==> src/hw/rtl/hbp_pkg.sv <==
// ----------------------------------------------------------------------------
// hbp_pkg
// shared constants, codes and controller/datapath types of the handle pool
// ----------------------------------------------------------------------------
package hbp_pkg;

  localparam int SLOTS      = 16;
  localparam int SLOT_W     = 4;
  localparam int QDEPTH     = 16;
  localparam int QPTR_W     = 4;
  localparam int CNT_W      = 5;
  localparam int TIME_W     = 32;
  localparam int TAG_W      = 8;
  localparam int MASK_W     = 16;
  localparam int REQ_W      = 3;
  localparam int STAT_W     = 4;
  localparam int CFG_IDX_W  = 2;
  localparam int CFG_DATA_W = 32;

  typedef enum logic [REQ_W-1:0] {
    REQ_TICK     = 3'd0,
    REQ_ACQUIRE  = 3'd1,
    REQ_ACQ_WAIT = 3'd2,
    REQ_RELEASE  = 3'd3,
    REQ_HEALTH   = 3'd4,
    REQ_CLEANUP  = 3'd5,
    REQ_PREWARM  = 3'd6
  } req_t;

  typedef enum logic [STAT_W-1:0] {
    RSP_GRANTED    = 4'd0,
    RSP_FAILED     = 4'd1,
    RSP_QUEUED     = 4'd2,
    RSP_QUEUE_FULL = 4'd3,
    RSP_TO_WAITER  = 4'd4,
    RSP_IDLED      = 4'd5,
    RSP_DESTROYED  = 4'd6,
    RSP_REPLACED   = 4'd7,
    RSP_DONE       = 4'd8,
    RSP_BAD_SLOT   = 4'd9
  } rsp_t;

  typedef enum logic [1:0] {
    SS_FREE   = 2'd0,
    SS_IDLE   = 2'd1,
    SS_ACTIVE = 2'd2
  } slot_st_t;

  typedef enum logic [CFG_IDX_W-1:0] {
    CFG_MAX_TOTAL    = 2'd0,
    CFG_MIN_IDLE     = 2'd1,
    CFG_IDLE_TIMEOUT = 2'd2,
    CFG_MAX_LIFETIME = 2'd3
  } cfg_idx_t;

  typedef enum logic [3:0] {
    S_IDLE,
    S_DISPATCH,
    S_ACQ_POP,
    S_ACQ_CHK,
    S_ACQ_CREATE,
    S_GRANT,
    S_REL_CHK,
    S_REFILL,
    S_SW_RD,
    S_SW_CHK,
    S_CMP,
    S_PW,
    S_RESP
  } state_t;

  typedef enum logic [4:0] {
    OP_NONE,
    OP_LOAD,
    OP_TICK,
    OP_ENQ,
    OP_QFULL,
    OP_FAIL,
    OP_POP,
    OP_DESTROY,
    OP_CREATE,
    OP_GRANT,
    OP_REL_BAD,
    OP_REL_RD,
    OP_REL_DESTROY,
    OP_REFILL,
    OP_HANDOVER,
    OP_IDLE_RET,
    OP_SW_RD,
    OP_SW_EVAL,
    OP_CMP,
    OP_CMP_END,
    OP_PW,
    OP_RESP
  } dp_op_t;

  typedef struct packed {
    dp_op_t op;
  } cmd_t;

  typedef struct packed {
    req_t             req;
    logic             idle_empty;
    logic             under_cap;
    logic             can_create;
    logic             qfull;
    logic             qhas;
    logic             slot_active;
    logic             pop_bad;
    logic             rel_drop;
    logic             sweep_done;
    logic             cmp_done;
    logic             pw_more;
    logic             refill_need;
    logic             out_free;
    logic [CNT_W-1:0] total;
    logic [CNT_W-1:0] depth;
    logic [CNT_W-1:0] active;
    logic [CNT_W-1:0] fill;
  } stat_t;

  function automatic logic aged(input logic [TIME_W-1:0] now,
                                input logic [TIME_W-1:0] stamp,
                                input logic [TIME_W-1:0] limit);
    logic [TIME_W-1:0] age;
    age = now - stamp;
    return (limit != '0) && (age >= limit);
  endfunction

endpackage

==> src/hw/rtl/hbp_in_if.sv <==
// ----------------------------------------------------------------------------
// hbp_in_if
// request channel of the handle pool
// ----------------------------------------------------------------------------
interface hbp_in_if;
  logic                         valid;
  logic                         ready;
  logic [hbp_pkg::REQ_W-1:0]    req_type;
  logic [hbp_pkg::SLOT_W-1:0]   slot_id;
  logic                         healthy;
  logic [hbp_pkg::TAG_W-1:0]    waiter_tag;
  logic [hbp_pkg::MASK_W-1:0]   valid_mask;
  logic                         create_ok;
  logic [hbp_pkg::CNT_W-1:0]    prewarm_count;

  modport source (output valid, req_type, slot_id, healthy, waiter_tag, valid_mask,
                  create_ok, prewarm_count, input ready);
  modport sink (input valid, req_type, slot_id, healthy, waiter_tag, valid_mask,
                create_ok, prewarm_count, output ready);
endinterface

==> src/hw/rtl/hbp_out_if.sv <==
// ----------------------------------------------------------------------------
// hbp_out_if
// result channel of the handle pool
// ----------------------------------------------------------------------------
interface hbp_out_if;
  logic                         valid;
  logic                         ready;
  logic [hbp_pkg::STAT_W-1:0]   status;
  logic [hbp_pkg::SLOT_W-1:0]   granted_slot;
  logic [hbp_pkg::TAG_W-1:0]    served_tag;
  logic [hbp_pkg::CNT_W-1:0]    affected_count;
  logic [hbp_pkg::CNT_W-1:0]    total_handles;
  logic [hbp_pkg::CNT_W-1:0]    idle_handles;
  logic [hbp_pkg::CNT_W-1:0]    active_handles;
  logic [hbp_pkg::CNT_W-1:0]    waiting_requests;

  modport source (output valid, status, granted_slot, served_tag, affected_count,
                  total_handles, idle_handles, active_handles, waiting_requests,
                  input ready);
  modport sink (input valid, status, granted_slot, served_tag, affected_count,
                total_handles, idle_handles, active_handles, waiting_requests,
                output ready);
endinterface

==> src/hw/rtl/hbp_ctrl.sv <==
// ----------------------------------------------------------------------------
// hbp_ctrl
// request sequencer: walks each request through datapath steps
// ----------------------------------------------------------------------------
module hbp_ctrl (
  input  logic            clk,
  input  logic            rst_n,
  input  logic            in_valid,
  output logic            in_ready,
  input  hbp_pkg::stat_t  stat,
  output hbp_pkg::cmd_t   cmd
);

  hbp_pkg::state_t state_r, state_nxt;

  always_ff @(posedge clk) begin
    if (!rst_n) begin
      state_r <= hbp_pkg::S_IDLE;
    end else begin
      state_r <= state_nxt;
    end
  end

  always_comb begin
    state_nxt = state_r;
    case (state_r)
      hbp_pkg::S_IDLE: begin
        if (in_valid) state_nxt = hbp_pkg::S_DISPATCH;
      end
      hbp_pkg::S_DISPATCH: begin
        case (stat.req)
          hbp_pkg::REQ_ACQUIRE: state_nxt = hbp_pkg::S_ACQ_POP;
          hbp_pkg::REQ_ACQ_WAIT: begin
            if (!stat.idle_empty || stat.under_cap) state_nxt = hbp_pkg::S_ACQ_POP;
            else state_nxt = hbp_pkg::S_RESP;
          end
          hbp_pkg::REQ_RELEASE: begin
            if (stat.slot_active) state_nxt = hbp_pkg::S_REL_CHK;
            else state_nxt = hbp_pkg::S_RESP;
          end
          hbp_pkg::REQ_HEALTH, hbp_pkg::REQ_CLEANUP: state_nxt = hbp_pkg::S_SW_RD;
          hbp_pkg::REQ_PREWARM: state_nxt = hbp_pkg::S_PW;
          default: state_nxt = hbp_pkg::S_RESP;
        endcase
      end
      hbp_pkg::S_ACQ_POP: begin
        if (stat.idle_empty) state_nxt = hbp_pkg::S_ACQ_CREATE;
        else state_nxt = hbp_pkg::S_ACQ_CHK;
      end
      hbp_pkg::S_ACQ_CHK: begin
        if (stat.pop_bad) state_nxt = hbp_pkg::S_ACQ_POP;
        else state_nxt = hbp_pkg::S_RESP;
      end
      hbp_pkg::S_ACQ_CREATE: begin
        if (stat.can_create) state_nxt = hbp_pkg::S_GRANT;
        else state_nxt = hbp_pkg::S_RESP;
      end
      hbp_pkg::S_GRANT: state_nxt = hbp_pkg::S_RESP;
      hbp_pkg::S_REL_CHK: begin
        if (stat.rel_drop) state_nxt = hbp_pkg::S_REFILL;
        else state_nxt = hbp_pkg::S_RESP;
      end
      hbp_pkg::S_REFILL: state_nxt = hbp_pkg::S_RESP;
      hbp_pkg::S_SW_RD: begin
        if (stat.sweep_done) state_nxt = hbp_pkg::S_CMP;
        else state_nxt = hbp_pkg::S_SW_CHK;
      end
      hbp_pkg::S_SW_CHK: state_nxt = hbp_pkg::S_SW_RD;
      hbp_pkg::S_CMP: begin
        if (stat.cmp_done) state_nxt = hbp_pkg::S_RESP;
      end
      hbp_pkg::S_PW: begin
        if (!(stat.pw_more && stat.can_create)) state_nxt = hbp_pkg::S_RESP;
      end
      hbp_pkg::S_RESP: begin
        if (stat.out_free) state_nxt = hbp_pkg::S_IDLE;
      end
      default: state_nxt = hbp_pkg::S_IDLE;
    endcase
  end

  always_comb begin
    in_ready = 1'b0;
    cmd.op   = hbp_pkg::OP_NONE;
    case (state_r)
      hbp_pkg::S_IDLE: begin
        in_ready = 1'b1;
        if (in_valid) cmd.op = hbp_pkg::OP_LOAD;
      end
      hbp_pkg::S_DISPATCH: begin
        case (stat.req)
          hbp_pkg::REQ_TICK: cmd.op = hbp_pkg::OP_TICK;
          hbp_pkg::REQ_ACQ_WAIT: begin
            if (!stat.idle_empty || stat.under_cap) cmd.op = hbp_pkg::OP_NONE;
            else if (stat.qfull) cmd.op = hbp_pkg::OP_QFULL;
            else cmd.op = hbp_pkg::OP_ENQ;
          end
          hbp_pkg::REQ_RELEASE: begin
            if (stat.slot_active) cmd.op = hbp_pkg::OP_REL_RD;
            else cmd.op = hbp_pkg::OP_REL_BAD;
          end
          default: cmd.op = hbp_pkg::OP_NONE;
        endcase
      end
      hbp_pkg::S_ACQ_POP: begin
        if (!stat.idle_empty) cmd.op = hbp_pkg::OP_POP;
      end
      hbp_pkg::S_ACQ_CHK: begin
        if (stat.pop_bad) cmd.op = hbp_pkg::OP_DESTROY;
        else cmd.op = hbp_pkg::OP_GRANT;
      end
      hbp_pkg::S_ACQ_CREATE: begin
        if (stat.can_create) cmd.op = hbp_pkg::OP_CREATE;
        else cmd.op = hbp_pkg::OP_FAIL;
      end
      hbp_pkg::S_GRANT: cmd.op = hbp_pkg::OP_GRANT;
      hbp_pkg::S_REL_CHK: begin
        if (stat.rel_drop) cmd.op = hbp_pkg::OP_REL_DESTROY;
        else if (stat.qhas) cmd.op = hbp_pkg::OP_HANDOVER;
        else cmd.op = hbp_pkg::OP_IDLE_RET;
      end
      hbp_pkg::S_REFILL: begin
        if (stat.refill_need && stat.can_create) cmd.op = hbp_pkg::OP_REFILL;
      end
      hbp_pkg::S_SW_RD: begin
        if (!stat.sweep_done) cmd.op = hbp_pkg::OP_SW_RD;
      end
      hbp_pkg::S_SW_CHK: cmd.op = hbp_pkg::OP_SW_EVAL;
      hbp_pkg::S_CMP: begin
        if (stat.cmp_done) cmd.op = hbp_pkg::OP_CMP_END;
        else cmd.op = hbp_pkg::OP_CMP;
      end
      hbp_pkg::S_PW: begin
        if (stat.pw_more && stat.can_create) cmd.op = hbp_pkg::OP_PW;
      end
      hbp_pkg::S_RESP: begin
        if (stat.out_free) cmd.op = hbp_pkg::OP_RESP;
      end
      default: cmd.op = hbp_pkg::OP_NONE;
    endcase
  end

endmodule

==> src/hw/rtl/hbp_dp.sv <==
// ----------------------------------------------------------------------------
// hbp_dp
// pool datapath: slot states, time stamps, idle stack, wait queue, result
// ----------------------------------------------------------------------------
module hbp_dp (
  input  logic                              clk,
  input  logic                              rst_n,
  input  logic                              cfg_we,
  input  logic [hbp_pkg::CFG_IDX_W-1:0]     cfg_idx,
  input  logic [hbp_pkg::CFG_DATA_W-1:0]    cfg_data,
  input  logic [hbp_pkg::REQ_W-1:0]         in_req_type,
  input  logic [hbp_pkg::SLOT_W-1:0]        in_slot_id,
  input  logic                              in_healthy,
  input  logic [hbp_pkg::TAG_W-1:0]         in_waiter_tag,
  input  logic [hbp_pkg::MASK_W-1:0]        in_valid_mask,
  input  logic                              in_create_ok,
  input  logic [hbp_pkg::CNT_W-1:0]         in_prewarm_count,
  input  hbp_pkg::cmd_t                     cmd,
  output hbp_pkg::stat_t                    stat,
  output logic                              out_valid,
  input  logic                              out_ready,
  output logic [hbp_pkg::STAT_W-1:0]        out_status,
  output logic [hbp_pkg::SLOT_W-1:0]        out_granted_slot,
  output logic [hbp_pkg::TAG_W-1:0]         out_served_tag,
  output logic [hbp_pkg::CNT_W-1:0]         out_affected_count,
  output logic [hbp_pkg::CNT_W-1:0]         out_total_handles,
  output logic [hbp_pkg::CNT_W-1:0]         out_idle_handles,
  output logic [hbp_pkg::CNT_W-1:0]         out_active_handles,
  output logic [hbp_pkg::CNT_W-1:0]         out_waiting_requests
);

  localparam int SLOTS  = hbp_pkg::SLOTS;
  localparam int SLOT_W = hbp_pkg::SLOT_W;
  localparam int CNT_W  = hbp_pkg::CNT_W;
  localparam int TIME_W = hbp_pkg::TIME_W;
  localparam int TAG_W  = hbp_pkg::TAG_W;
  localparam int QPTR_W = hbp_pkg::QPTR_W;

  // configuration
  logic [CNT_W-1:0]  max_total_r, min_idle_r;
  logic [TIME_W-1:0] idle_to_r, max_life_r;

  // latched request
  hbp_pkg::req_t          req_r;
  logic [SLOT_W-1:0]      sid_r;
  logic                   healthy_r;
  logic [TAG_W-1:0]       tag_r;
  logic [hbp_pkg::MASK_W-1:0] mask_r;
  logic                   ok_r;
  logic [CNT_W-1:0]       pcount_r;

  // pool state
  hbp_pkg::slot_st_t slot_st_r [SLOTS];
  logic [TIME_W-1:0] created_mem [SLOTS];
  logic [TIME_W-1:0] lastu_mem [SLOTS];
  logic [TIME_W-1:0] rd_created_r, rd_last_r;
  logic [SLOT_W-1:0] stack_r [SLOTS];
  logic [CNT_W-1:0]  depth_r, total_r, active_r;
  logic [TAG_W-1:0]  fifo_r [hbp_pkg::QDEPTH];
  logic [QPTR_W-1:0] head_r, tail_r;
  logic [CNT_W-1:0]  fill_r;
  logic [TIME_W-1:0] now_r;

  // sequencing scratch
  logic [SLOT_W-1:0] cur_r;
  logic [CNT_W-1:0]  idx_r, cj_r, cw_r, aff_r;
  logic [SLOTS-1:0]  kill_r;
  hbp_pkg::rsp_t     status_r;
  logic [SLOT_W-1:0] gslot_r;
  logic [TAG_W-1:0]  stag_r;

  // output register
  logic              out_valid_r;
  logic [hbp_pkg::STAT_W-1:0] o_status_r;
  logic [SLOT_W-1:0] o_gslot_r;
  logic [TAG_W-1:0]  o_stag_r;
  logic [CNT_W-1:0]  o_aff_r, o_total_r, o_idle_r, o_active_r, o_wait_r;

  logic [CNT_W-1:0]  cap;
  logic [SLOT_W-1:0] free_slot;
  logic              free_found;
  logic [SLOT_W-1:0] stk_raddr, stk_rdata;
  logic [SLOT_W-1:0] mem_raddr;
  logic              mem_re;
  logic              sw_kill;
  logic [CNT_W-1:0]  want;
  logic              out_free;
  logic              do_create;
  logic              lastu_we;
  logic [SLOT_W-1:0] lastu_waddr;

  assign cap = (max_total_r > CNT_W'(SLOTS)) ? CNT_W'(SLOTS) : max_total_r;
  assign want = (pcount_r != '0) ? pcount_r : min_idle_r;
  assign out_free = !out_valid_r || out_ready;

  always_comb begin
    free_slot  = '0;
    free_found = 1'b0;
    for (int k = SLOTS - 1; k >= 0; k--) begin
      if (slot_st_r[k] == hbp_pkg::SS_FREE) begin
        free_slot  = SLOT_W'(k);
        free_found = 1'b1;
      end
    end
  end

  always_comb begin
    case (cmd.op)
      hbp_pkg::OP_POP:   stk_raddr = SLOT_W'(depth_r - CNT_W'(1));
      hbp_pkg::OP_SW_RD: stk_raddr = SLOT_W'(idx_r - CNT_W'(1));
      default:           stk_raddr = cj_r[SLOT_W-1:0];
    endcase
  end
  assign stk_rdata = stack_r[stk_raddr];

  assign mem_re = (cmd.op == hbp_pkg::OP_POP) || (cmd.op == hbp_pkg::OP_SW_RD) ||
                  (cmd.op == hbp_pkg::OP_REL_RD);
  assign mem_raddr = (cmd.op == hbp_pkg::OP_REL_RD) ? sid_r : stk_rdata;

  assign sw_kill = (req_r == hbp_pkg::REQ_CLEANUP) ?
                   (hbp_pkg::aged(now_r, rd_last_r, idle_to_r) && (total_r > min_idle_r)) :
                   !mask_r[cur_r];

  assign do_create = (cmd.op == hbp_pkg::OP_CREATE) || (cmd.op == hbp_pkg::OP_REFILL) ||
                     (cmd.op == hbp_pkg::OP_PW);

  always_comb begin
    lastu_we    = 1'b1;
    lastu_waddr = free_slot;
    case (cmd.op)
      hbp_pkg::OP_CREATE, hbp_pkg::OP_REFILL, hbp_pkg::OP_PW: lastu_waddr = free_slot;
      hbp_pkg::OP_GRANT: lastu_waddr = cur_r;
      hbp_pkg::OP_HANDOVER, hbp_pkg::OP_IDLE_RET: lastu_waddr = sid_r;
      default: lastu_we = 1'b0;
    endcase
  end

  // time stamp memories
  always_ff @(posedge clk) begin
    if (do_create) created_mem[free_slot] <= now_r;
    if (lastu_we) lastu_mem[lastu_waddr] <= now_r;
    if (mem_re) begin
      rd_created_r <= created_mem[mem_raddr];
      rd_last_r    <= lastu_mem[mem_raddr];
    end
  end

  // payload state
  always_ff @(posedge clk) begin
    case (cmd.op)
      hbp_pkg::OP_LOAD: begin
        req_r     <= hbp_pkg::req_t'(in_req_type);
        sid_r     <= in_slot_id;
        healthy_r <= in_healthy;
        tag_r     <= in_waiter_tag;
        mask_r    <= in_valid_mask;
        ok_r      <= in_create_ok;
        pcount_r  <= in_prewarm_count;
        status_r  <= hbp_pkg::RSP_DONE;
        gslot_r   <= '0;
        stag_r    <= in_waiter_tag;
        aff_r     <= '0;
        idx_r     <= depth_r;
        cj_r      <= '0;
        cw_r      <= '0;
        kill_r    <= '0;
      end
      hbp_pkg::OP_ENQ: begin
        fifo_r[tail_r] <= tag_r;
        status_r       <= hbp_pkg::RSP_QUEUED;
      end
      hbp_pkg::OP_QFULL:   status_r <= hbp_pkg::RSP_QUEUE_FULL;
      hbp_pkg::OP_FAIL:    status_r <= hbp_pkg::RSP_FAILED;
      hbp_pkg::OP_POP:     cur_r <= stk_rdata;
      hbp_pkg::OP_CREATE:  cur_r <= free_slot;
      hbp_pkg::OP_GRANT: begin
        status_r <= hbp_pkg::RSP_GRANTED;
        gslot_r  <= cur_r;
      end
      hbp_pkg::OP_REL_BAD:     status_r <= hbp_pkg::RSP_BAD_SLOT;
      hbp_pkg::OP_REL_DESTROY: status_r <= hbp_pkg::RSP_DESTROYED;
      hbp_pkg::OP_REFILL: begin
        stack_r[depth_r[SLOT_W-1:0]] <= free_slot;
        status_r <= hbp_pkg::RSP_REPLACED;
        gslot_r  <= free_slot;
      end
      hbp_pkg::OP_HANDOVER: begin
        stag_r   <= fifo_r[head_r];
        status_r <= hbp_pkg::RSP_TO_WAITER;
        gslot_r  <= sid_r;
      end
      hbp_pkg::OP_IDLE_RET: begin
        stack_r[depth_r[SLOT_W-1:0]] <= sid_r;
        status_r <= hbp_pkg::RSP_IDLED;
      end
      hbp_pkg::OP_SW_RD: begin
        idx_r <= idx_r - CNT_W'(1);
        cur_r <= stk_rdata;
      end
      hbp_pkg::OP_SW_EVAL: begin
        if (sw_kill) begin
          kill_r[idx_r[SLOT_W-1:0]] <= 1'b1;
          aff_r <= aff_r + CNT_W'(1);
        end
      end
      hbp_pkg::OP_CMP: begin
        if (!kill_r[cj_r[SLOT_W-1:0]]) begin
          stack_r[cw_r[SLOT_W-1:0]] <= stk_rdata;
          cw_r <= cw_r + CNT_W'(1);
        end
        cj_r <= cj_r + CNT_W'(1);
      end
      hbp_pkg::OP_PW: begin
        stack_r[depth_r[SLOT_W-1:0]] <= free_slot;
        aff_r <= aff_r + CNT_W'(1);
      end
      hbp_pkg::OP_RESP: begin
        o_status_r <= status_r;
        o_gslot_r  <= gslot_r;
        o_stag_r   <= stag_r;
        o_aff_r    <= aff_r;
        o_total_r  <= total_r;
        o_idle_r   <= depth_r;
        o_active_r <= active_r;
        o_wait_r   <= fill_r;
      end
      default: ;
    endcase
  end

  // control state
  always_ff @(posedge clk) begin
    if (!rst_n) begin
      max_total_r <= CNT_W'(10);
      min_idle_r  <= '0;
      idle_to_r   <= TIME_W'(30);
      max_life_r  <= TIME_W'(3600);
      for (int k = 0; k < SLOTS; k++) slot_st_r[k] <= hbp_pkg::SS_FREE;
      depth_r     <= '0;
      total_r     <= '0;
      active_r    <= '0;
      head_r      <= '0;
      tail_r      <= '0;
      fill_r      <= '0;
      now_r       <= '0;
      out_valid_r <= 1'b0;
    end else begin
      if (cfg_we) begin
        case (hbp_pkg::cfg_idx_t'(cfg_idx))
          hbp_pkg::CFG_MAX_TOTAL:    max_total_r <= cfg_data[CNT_W-1:0];
          hbp_pkg::CFG_MIN_IDLE:     min_idle_r  <= cfg_data[CNT_W-1:0];
          hbp_pkg::CFG_IDLE_TIMEOUT: idle_to_r   <= cfg_data[TIME_W-1:0];
          hbp_pkg::CFG_MAX_LIFETIME: max_life_r  <= cfg_data[TIME_W-1:0];
          default: ;
        endcase
      end
      if (cmd.op == hbp_pkg::OP_RESP) out_valid_r <= 1'b1;
      else if (out_ready) out_valid_r <= 1'b0;
      case (cmd.op)
        hbp_pkg::OP_TICK: now_r <= now_r + TIME_W'(1);
        hbp_pkg::OP_ENQ: begin
          tail_r <= tail_r + QPTR_W'(1);
          fill_r <= fill_r + CNT_W'(1);
        end
        hbp_pkg::OP_POP: depth_r <= depth_r - CNT_W'(1);
        hbp_pkg::OP_DESTROY: begin
          slot_st_r[cur_r] <= hbp_pkg::SS_FREE;
          if (total_r != '0) total_r <= total_r - CNT_W'(1);
        end
        hbp_pkg::OP_CREATE: begin
          slot_st_r[free_slot] <= hbp_pkg::SS_IDLE;
          total_r <= total_r + CNT_W'(1);
        end
        hbp_pkg::OP_GRANT: begin
          slot_st_r[cur_r] <= hbp_pkg::SS_ACTIVE;
          active_r <= active_r + CNT_W'(1);
        end
        hbp_pkg::OP_REL_DESTROY: begin
          if (active_r != '0) active_r <= active_r - CNT_W'(1);
          slot_st_r[sid_r] <= hbp_pkg::SS_FREE;
          if (total_r != '0) total_r <= total_r - CNT_W'(1);
        end
        hbp_pkg::OP_REFILL, hbp_pkg::OP_PW: begin
          slot_st_r[free_slot] <= hbp_pkg::SS_IDLE;
          total_r <= total_r + CNT_W'(1);
          depth_r <= depth_r + CNT_W'(1);
        end
        hbp_pkg::OP_HANDOVER: begin
          head_r <= head_r + QPTR_W'(1);
          fill_r <= fill_r - CNT_W'(1);
        end
        hbp_pkg::OP_IDLE_RET: begin
          if (active_r != '0) active_r <= active_r - CNT_W'(1);
          slot_st_r[sid_r] <= hbp_pkg::SS_IDLE;
          depth_r <= depth_r + CNT_W'(1);
        end
        hbp_pkg::OP_SW_EVAL: begin
          if (sw_kill) begin
            slot_st_r[cur_r] <= hbp_pkg::SS_FREE;
            if (total_r != '0) total_r <= total_r - CNT_W'(1);
          end
        end
        hbp_pkg::OP_CMP_END: depth_r <= cw_r;
        default: ;
      endcase
    end
  end

  always_comb begin
    stat.req         = req_r;
    stat.idle_empty  = (depth_r == '0);
    stat.under_cap   = (total_r < cap);
    stat.can_create  = ok_r && (total_r < cap) && free_found;
    stat.qfull       = (fill_r >= CNT_W'(hbp_pkg::QDEPTH));
    stat.qhas        = (fill_r != '0);
    stat.slot_active = (slot_st_r[sid_r] == hbp_pkg::SS_ACTIVE);
    stat.pop_bad     = !mask_r[cur_r] || hbp_pkg::aged(now_r, rd_created_r, max_life_r);
    stat.rel_drop    = !healthy_r || hbp_pkg::aged(now_r, rd_created_r, max_life_r);
    stat.sweep_done  = (idx_r == '0);
    stat.cmp_done    = (cj_r == depth_r);
    stat.pw_more     = (aff_r < want);
    stat.refill_need = (total_r < min_idle_r);
    stat.out_free    = out_free;
    stat.total       = total_r;
    stat.depth       = depth_r;
    stat.active      = active_r;
    stat.fill        = fill_r;
  end

  assign out_valid            = out_valid_r;
  assign out_status           = o_status_r;
  assign out_granted_slot     = o_gslot_r;
  assign out_served_tag       = o_stag_r;
  assign out_affected_count   = o_aff_r;
  assign out_total_handles    = o_total_r;
  assign out_idle_handles     = o_idle_r;
  assign out_active_handles   = o_active_r;
  assign out_waiting_requests = o_wait_r;

endmodule

==> src/hw/rtl/resource_handle_pool.sv <==
// ----------------------------------------------------------------------------
// resource_handle_pool
// Pool of 16 handle slots with a LIFO idle stack, a FIFO wait queue and
// tick-based idle and lifetime aging. Requests arrive on in_ch as
// valid/ready transactions; each request yields exactly one result
// transaction on out_ch carrying status, slot, tag and pool counts.
// Registers are to be written on the cfg_ port only while no request
// is in flight; the block itself does not enforce this. Steps: a tick,
// enqueue or bad-release request goes straight to the output register; a
// release checks the slot and, after destroying a handle, may refill one
// idle handle; an acquire pops idle entries, destroying stale or masked
// ones, until one is granted or the stack is empty, then falls through
// to creation; health check and idle cleanup read each idle entry through
// the time stamp memory read port, then compact the stack; prewarm
// creates one handle per step. One request is in work at a time; the
// next is taken as soon as the result sits in the output register.
// When the receiver stalls, the result holds and the block finishes the
// next request, then waits until the output register is free.
// Reset empties the pool and the wait queue, zeroes the clock and loads
// the register defaults; reset is synchronous to clk.
// ----------------------------------------------------------------------------
module resource_handle_pool (
  input  logic                           clk,
  input  logic                           rst_n,
  input  logic                           cfg_we,
  input  logic [hbp_pkg::CFG_IDX_W-1:0]  cfg_idx,
  input  logic [hbp_pkg::CFG_DATA_W-1:0] cfg_data,
  hbp_in_if.sink                         in_ch,
  hbp_out_if.source                      out_ch
);

  hbp_pkg::cmd_t  cmd;
  hbp_pkg::stat_t stat;

  hbp_ctrl u_ctrl (
    .clk      (clk),
    .rst_n    (rst_n),
    .in_valid (in_ch.valid),
    .in_ready (in_ch.ready),
    .stat     (stat),
    .cmd      (cmd)
  );

  hbp_dp u_dp (
    .clk                  (clk),
    .rst_n                (rst_n),
    .cfg_we               (cfg_we),
    .cfg_idx              (cfg_idx),
    .cfg_data             (cfg_data),
    .in_req_type          (in_ch.req_type),
    .in_slot_id           (in_ch.slot_id),
    .in_healthy           (in_ch.healthy),
    .in_waiter_tag        (in_ch.waiter_tag),
    .in_valid_mask        (in_ch.valid_mask),
    .in_create_ok         (in_ch.create_ok),
    .in_prewarm_count     (in_ch.prewarm_count),
    .cmd                  (cmd),
    .stat                 (stat),
    .out_valid            (out_ch.valid),
    .out_ready            (out_ch.ready),
    .out_status           (out_ch.status),
    .out_granted_slot     (out_ch.granted_slot),
    .out_served_tag       (out_ch.served_tag),
    .out_affected_count   (out_ch.affected_count),
    .out_total_handles    (out_ch.total_handles),
    .out_idle_handles     (out_ch.idle_handles),
    .out_active_handles   (out_ch.active_handles),
    .out_waiting_requests (out_ch.waiting_requests)
  );

  a_count_balance: assert property (@(posedge clk) disable iff (!rst_n)
    in_ch.ready |-> ({1'b0, stat.depth} + {1'b0, stat.active} == {1'b0, stat.total}))
    else $error("idle plus active does not match total");

  a_queue_bound: assert property (@(posedge clk) disable iff (!rst_n)
    stat.fill <= hbp_pkg::CNT_W'(hbp_pkg::QDEPTH))
    else $error("wait queue overfilled");

  a_resp_slot: assert property (@(posedge clk) disable iff (!rst_n)
    (cmd.op == hbp_pkg::OP_RESP) |-> (!out_ch.valid || out_ch.ready))
    else $error("result loaded over a pending transaction");

endmodule

==> src/flat_wrapper.sv <==
// flat-port wrapper written by rule: the top's interface ports become plain ports
module resource_handle_pool_flat 
  (clk, rst_n, cfg_we, cfg_idx, cfg_data, in_ch_valid, in_ch_req_type, in_ch_slot_id, in_ch_healthy, in_ch_waiter_tag, in_ch_valid_mask, in_ch_create_ok, in_ch_prewarm_count, in_ch_ready, out_ch_valid, out_ch_status, out_ch_granted_slot, out_ch_served_tag, out_ch_affected_count, out_ch_total_handles, out_ch_idle_handles, out_ch_active_handles, out_ch_waiting_requests, out_ch_ready);
  hbp_in_if in_ch_i ();
  hbp_out_if out_ch_i ();
  input  logic clk;
  input  logic rst_n;
  input  logic cfg_we;
  input  logic [hbp_pkg::CFG_IDX_W-1:0] cfg_idx;
  input  logic [hbp_pkg::CFG_DATA_W-1:0] cfg_data;
  input wire logic [$bits(in_ch_i.valid)-1:0] in_ch_valid;
  input wire logic [$bits(in_ch_i.req_type)-1:0] in_ch_req_type;
  input wire logic [$bits(in_ch_i.slot_id)-1:0] in_ch_slot_id;
  input wire logic [$bits(in_ch_i.healthy)-1:0] in_ch_healthy;
  input wire logic [$bits(in_ch_i.waiter_tag)-1:0] in_ch_waiter_tag;
  input wire logic [$bits(in_ch_i.valid_mask)-1:0] in_ch_valid_mask;
  input wire logic [$bits(in_ch_i.create_ok)-1:0] in_ch_create_ok;
  input wire logic [$bits(in_ch_i.prewarm_count)-1:0] in_ch_prewarm_count;
  output wire logic [$bits(in_ch_i.ready)-1:0] in_ch_ready;
  output wire logic [$bits(out_ch_i.valid)-1:0] out_ch_valid;
  output wire logic [$bits(out_ch_i.status)-1:0] out_ch_status;
  output wire logic [$bits(out_ch_i.granted_slot)-1:0] out_ch_granted_slot;
  output wire logic [$bits(out_ch_i.served_tag)-1:0] out_ch_served_tag;
  output wire logic [$bits(out_ch_i.affected_count)-1:0] out_ch_affected_count;
  output wire logic [$bits(out_ch_i.total_handles)-1:0] out_ch_total_handles;
  output wire logic [$bits(out_ch_i.idle_handles)-1:0] out_ch_idle_handles;
  output wire logic [$bits(out_ch_i.active_handles)-1:0] out_ch_active_handles;
  output wire logic [$bits(out_ch_i.waiting_requests)-1:0] out_ch_waiting_requests;
  input wire logic [$bits(out_ch_i.ready)-1:0] out_ch_ready;
  assign in_ch_i.valid = in_ch_valid;
  assign in_ch_i.req_type = in_ch_req_type;
  assign in_ch_i.slot_id = in_ch_slot_id;
  assign in_ch_i.healthy = in_ch_healthy;
  assign in_ch_i.waiter_tag = in_ch_waiter_tag;
  assign in_ch_i.valid_mask = in_ch_valid_mask;
  assign in_ch_i.create_ok = in_ch_create_ok;
  assign in_ch_i.prewarm_count = in_ch_prewarm_count;
  assign in_ch_ready = in_ch_i.ready;
  assign out_ch_valid = out_ch_i.valid;
  assign out_ch_status = out_ch_i.status;
  assign out_ch_granted_slot = out_ch_i.granted_slot;
  assign out_ch_served_tag = out_ch_i.served_tag;
  assign out_ch_affected_count = out_ch_i.affected_count;
  assign out_ch_total_handles = out_ch_i.total_handles;
  assign out_ch_idle_handles = out_ch_i.idle_handles;
  assign out_ch_active_handles = out_ch_i.active_handles;
  assign out_ch_waiting_requests = out_ch_i.waiting_requests;
  assign out_ch_i.ready = out_ch_ready;
  resource_handle_pool u_core (.clk(clk), .rst_n(rst_n), .cfg_we(cfg_we), .cfg_idx(cfg_idx), .cfg_data(cfg_data), .in_ch(in_ch_i), .out_ch(out_ch_i));
endmodule
==> config.mk <==
export PLATFORM = sky130hd
export DESIGN_NAME = resource_handle_pool_flat
export DESIGN_NICKNAME = d
export VERILOG_FILES = /design/src/hw/rtl/hbp_pkg.sv /design/src/hw/rtl/hbp_in_if.sv /design/src/hw/rtl/hbp_out_if.sv /design/src/hw/rtl/hbp_ctrl.sv /design/src/hw/rtl/hbp_dp.sv /design/src/hw/rtl/resource_handle_pool.sv /design/src/flat_wrapper.sv
export SDC_FILE = /design/constraint.sdc
export NUM_CORES = 2
export LEC_CHECK = 0
export BUFFER_PORTS_ARGS = -buffer_cell sky130_fd_sc_hd__buf_4
export CAP_MARGIN = 25
export CORE_ASPECT_RATIO = 0.5
export CORE_MARGIN = 4
export CORE_UTILIZATION = 55
export CTS_BUF_LIST = sky130_fd_sc_hd__clkbuf_4 sky130_fd_sc_hd__clkbuf_8
export CTS_CLUSTER_SIZE = 16
export DETAILED_ROUTE_END_ITERATION = 8
export PLACE_DENSITY = 0.76
export SYNTH_ARGS = -nofsm -noshare
export SYNTH_HDL_FRONTEND = slang
export SYNTH_SLANG_ARGS = --single-unit
export TNS_END_PERCENT = 20
==> constraint.sdc <==
create_clock -name clk -period 7.5 [get_ports clk]
set_input_delay 0.375 -clock clk [delete_from_list [all_inputs] [get_ports clk]]
set_output_delay 0.375 -clock clk [all_outputs]
set_load 0.02 [all_outputs]
==> summary.md <==
| Metric | Value |
|---|---|
| CTS tree | `yes` |
| CP peak stage delay | `0.45 ns` |
| Drt drc | `0` |
| Area after DPL | `~73000 sq um` |
| Total gr overflow | `0` |
| Netlist cell types | `85` |
| Synth Cell Area | `70100 sq um` |
| Crit path launch type | `flip-flop` |
| DIE AREA | `134000 sq um` |
| DR WL/cell | `24.7 um` |
| Layout Nets | `5505` |
| # setup viols final | `0` |
| Status | `completed` |
| Async SR Flop Fraction | `0%` |
| Io pins | `120` |
| Fillers | `approximately 9000` |
| Pre-CTS setup slack | `-0.0322 ns` |
| Warnings, synthesis | `0` |
| Hold_ws | `roughly 0.072 ns` |
| CTS sink count | `1594` |
| Layout cells sized above 1 | `15.9%` |
| Multi-input logic area | `21700 sq um` |
| LEAKAGE | `0.0273 uW` |
| RSZ-0062 raised after global routing | `true` |
| Vias in the first global route | `42900` |
| Initial antenna violation count | `11` |
| Clock Skew | `0.0664 ns` |
| Pre-antenna DRT Iters | `8` |
| Drt via density | `6.14` |
| Total GRT Usage | `25.9%` |
| Switching power | `10700 uW` |
| Most used cell, CP | `o21ai_0` |
| CP max FO | `32` |
| Worst-skew pair later-pin latency | `approximately 0.94 ns` |
| Max-slew headroom | `27.3%` |
| Final period util | `between 90 and 100%` |
| Area Overhead vs Synth | `12.2%` |
| Via Count | `~44000` |
| Minimum clock period | `7.03 ns` |
| Fin. max-slew vios | `0` |
| Root Buffer | `clkbuf_8` |
| Fin. Hold Viols | `0` |
| Initial Util | `a little under three fifths` |
| H-tree Lvls | `4` |
| DRT antenna net count | `0` |
| Clk buf depth | `3` |
| Combinational share of power | `38.0%` |
| Largest net degree at the start of global routing | `188` |
| # Max-Cap Violations | `0` |
| Critical path class | `flip-flop to flip-flop` |
| # rows | `92` |
| Synth top area cells | `edfxtp_1, dfxtp_1, mux2i_1` |
| Final worst setup slack | `0.469 ns` |
| WP data required | `8.08 ns` |
| Internal | `17500 uW` |
| Synthesized flop and latch total | `between 1500 and 2000` |
| Die Span X | `513 um` |
| Core area | `126000 sq um` |
| Net Count, Synth | `5175` |
| FMAX | `~140 MHz` |
| Slew at the pin with the worst max-slew slack | `1.09 ns` |
| CP max-delay cell | `a221o_1` |
| Die Span Y | `260 um` |
| Worst EP arrival | `7.61 ns` |
| CTS Buf Count | `around 220` |
| Max VDD drop | `between 0.0005 and 0.0006 V` |
| Part of the power in registers | `38.7%` |
| Sequential cell area fraction in the yosys report | `approximately 66%` |
| IO Port Bufs | `119` |
| First-pass GRT wire length | `262 mm` |
| Yosys top cell area share | `62.0%` |
| Synth Area per Inst | `14.2 sq um` |
| Post-synth EDFFs | `1447` |
| Hpwl dp | `109 mm` |
| Design area | `78600 sq um` |
| CP Capture Type | `flip-flop` |
| Clock power share | `23.3%` |
| Switching share of power | `38.0%` |
| Worst Hold Class | `primary input to flip-flop` |
| Reg area | `46400 sq um` |
| Core Util, Final | `62.3%` |
| GP Congestion | `0.951` |
| Syn Inst Count | `4930` |
| Synth Flop Type | `edfxtp_1` |
| Total wire length | `176 mm` |
| Initial drt markers | `about 5800` |
| Cell taking the most area after synthesis | `edfxtp_1` |
| Reg clk slew, reported paths | `around 0.070 ns` |
| Pwr per Cell Area | `360 nW/um^2` |
## per-stage QoR
step / TNS, ns / std cells / total power (uW)
after floorplan: -87.95 / 4930 / 19100
after global placement: 0 / 6635 / 21400
after detailed placement: -0.799 / 6638 / 21600
after CTS: 0 / 7123 / 28200
after global routing: -0.00782 / 7131 / 29500
final: 0 / 7139 / 28300
## final cells by class
| cell class | instances | area share, % |
|---|---|---|
| Antenna cell | 9 | 0.0287 |
| Clock buffer | 285 | 4.50 |
| Clock inverter | 110 | 0.958 |
| Inverter | 185 | 0.887 |
| Multi-Input combinational cell | 2900 | 27.6 |
| Sequential cell | 1594 | 59.0 |
| Tap cell | 1692 | 2.69 |
| Timing Repair Buffer | 364 | 4.33 |
## sequential cells by signal (all words and copies together), names as in the netlist, 32 cells and up, named ones only
signal	count
u_core.u_dp.max_life_r	32
u_core.u_dp.created_mem	512
u_core.u_dp.fifo_r	128
u_core.u_dp.idle_to_r	32
u_core.u_dp.lastu_mem	512
u_core.u_dp.rd_last_r	32
u_core.u_dp.now_r	32
u_core.u_dp.stack_r	64
u_core.u_dp.slot_st_r	32
u_core.u_dp.rd_created_r	32
## layer usage
layer / vias to the layer above / wire length, um / global-route usage (%)
li1: 19400 / - / -
met1: 21700 / 72100 / 36.0
met2: 2230 / 81900 / 41.3
met3: 395 / 15900 / 4.49
met4: 2 / 6250 / 10.1
met5: - / 13 / 0
## kinds of logic after synthesis
logic type / share of synthesized area (%)
AO/OA/AOI/OAI: 7.87
XOR/XNOR: 1.59
adder cells (fa/ha/maj): 3.05
AND/OR/NAND/NOR: 7.78
multiplexers: 10.1
flip-flops: 66.2
buffers and inverters: 3.34
## Yosys cell counts (all sizes together) (23+ instances only)
| cell type | count |
|---|---|
| a211oi | 26 |
| a21o | 59 |
| a21oi | 168 |
| a31oi | 27 |
| buf | 141 |
| clkbuf | 110 |
| dfxtp | 147 |
| edfxtp | 1447 |
| ha | 163 |
| inv | 185 |
| mux2 | 261 |
| mux2i | 293 |
| mux4 | 55 |
| nand2 | 536 |
| nand2b | 31 |
| nand3 | 57 |
| nand4 | 86 |
| nor2 | 263 |
| nor3 | 71 |
| nor3b | 23 |
| nor4 | 24 |
| o211ai | 272 |
| o21ai | 75 |
| o22ai | 24 |
| xnor2 | 93 |
| xor2 | 34 |
## critical path, delay by kind of cell (launching register included)
family                   cells  cell delay [ns]
buffers and inverters        3             0.59
XOR/XNOR                     1             0.14
adder cells (fa/ha/maj)      2             0.50
AO/OA/AOI/OAI               15             3.89
flip-flops                   1             0.35
AND/OR/NAND/NOR              6             1.17
## layout by cell type (no fill, tap or decap), drive strengths merged, types with 19 or more instances in the layout
cell	count
edfxtp	1447
nand2	536
mux2i	293
clkbuf	285
buf	274
o211ai	272
nor2	263
mux2	261
inv	192
a21oi	168
ha	163
dfxtp	147
xnor2	93
dlygate4sd3	90
clkinv	90
nand4	86
o21ai	75
nor3	71
a21o	59
nand3	57
mux4	55
xor2	34
nand2b	31
a31oi	27
a211oi	26
o22ai	24
nor4	24
nor3b	23
o21a	21
and2	20
nor2b	19
## final timing paths
path                                         startpoint                                       to  slack [ns]  cells past startpoint
setup / recovery  u_core.u_dp.rd_created_r[1]$_DFFE_PP_   u_core.u_dp.lastu_mem[9][23]$_DFFE_PP_        0.47                     27
hold / removal                                   cfg_we  u_core.u_dp.max_life_r[23]$_SDFFE_PN0P_        0.07                      5
setup reg to reg  u_core.u_dp.rd_created_r[1]$_DFFE_PP_   u_core.u_dp.lastu_mem[9][23]$_DFFE_PP_        0.47                     27
hold reg to reg         u_core.u_dp.stag_r[0]$_DFFE_PP_  u_core.u_dp.out_served_tag[0]$_DFFE_PP_        0.42                      0
## repair_timing
item                                   in CTS  in global routing
hold buffers                               90                  0
pin swaps                                   0                  1
resized for setup                           1                 14
endpoints found under the hold margin     132                  0
setup endpoints to repair                  65                644
buffers inserted                            0                  2
## power by group through the flow
stage                     sequential, uW  combinational (uW)  clock [uW]
final                              10900               10800        6580
after global routing               11000               11500        7090
after CTS                          10900               10600        6660
after detailed placement           11100               10500           0
after global placement             11100               10400           0
after floorplan                    10800                8320           0
No activity file was read; power rests on OpenSTA's default activity.
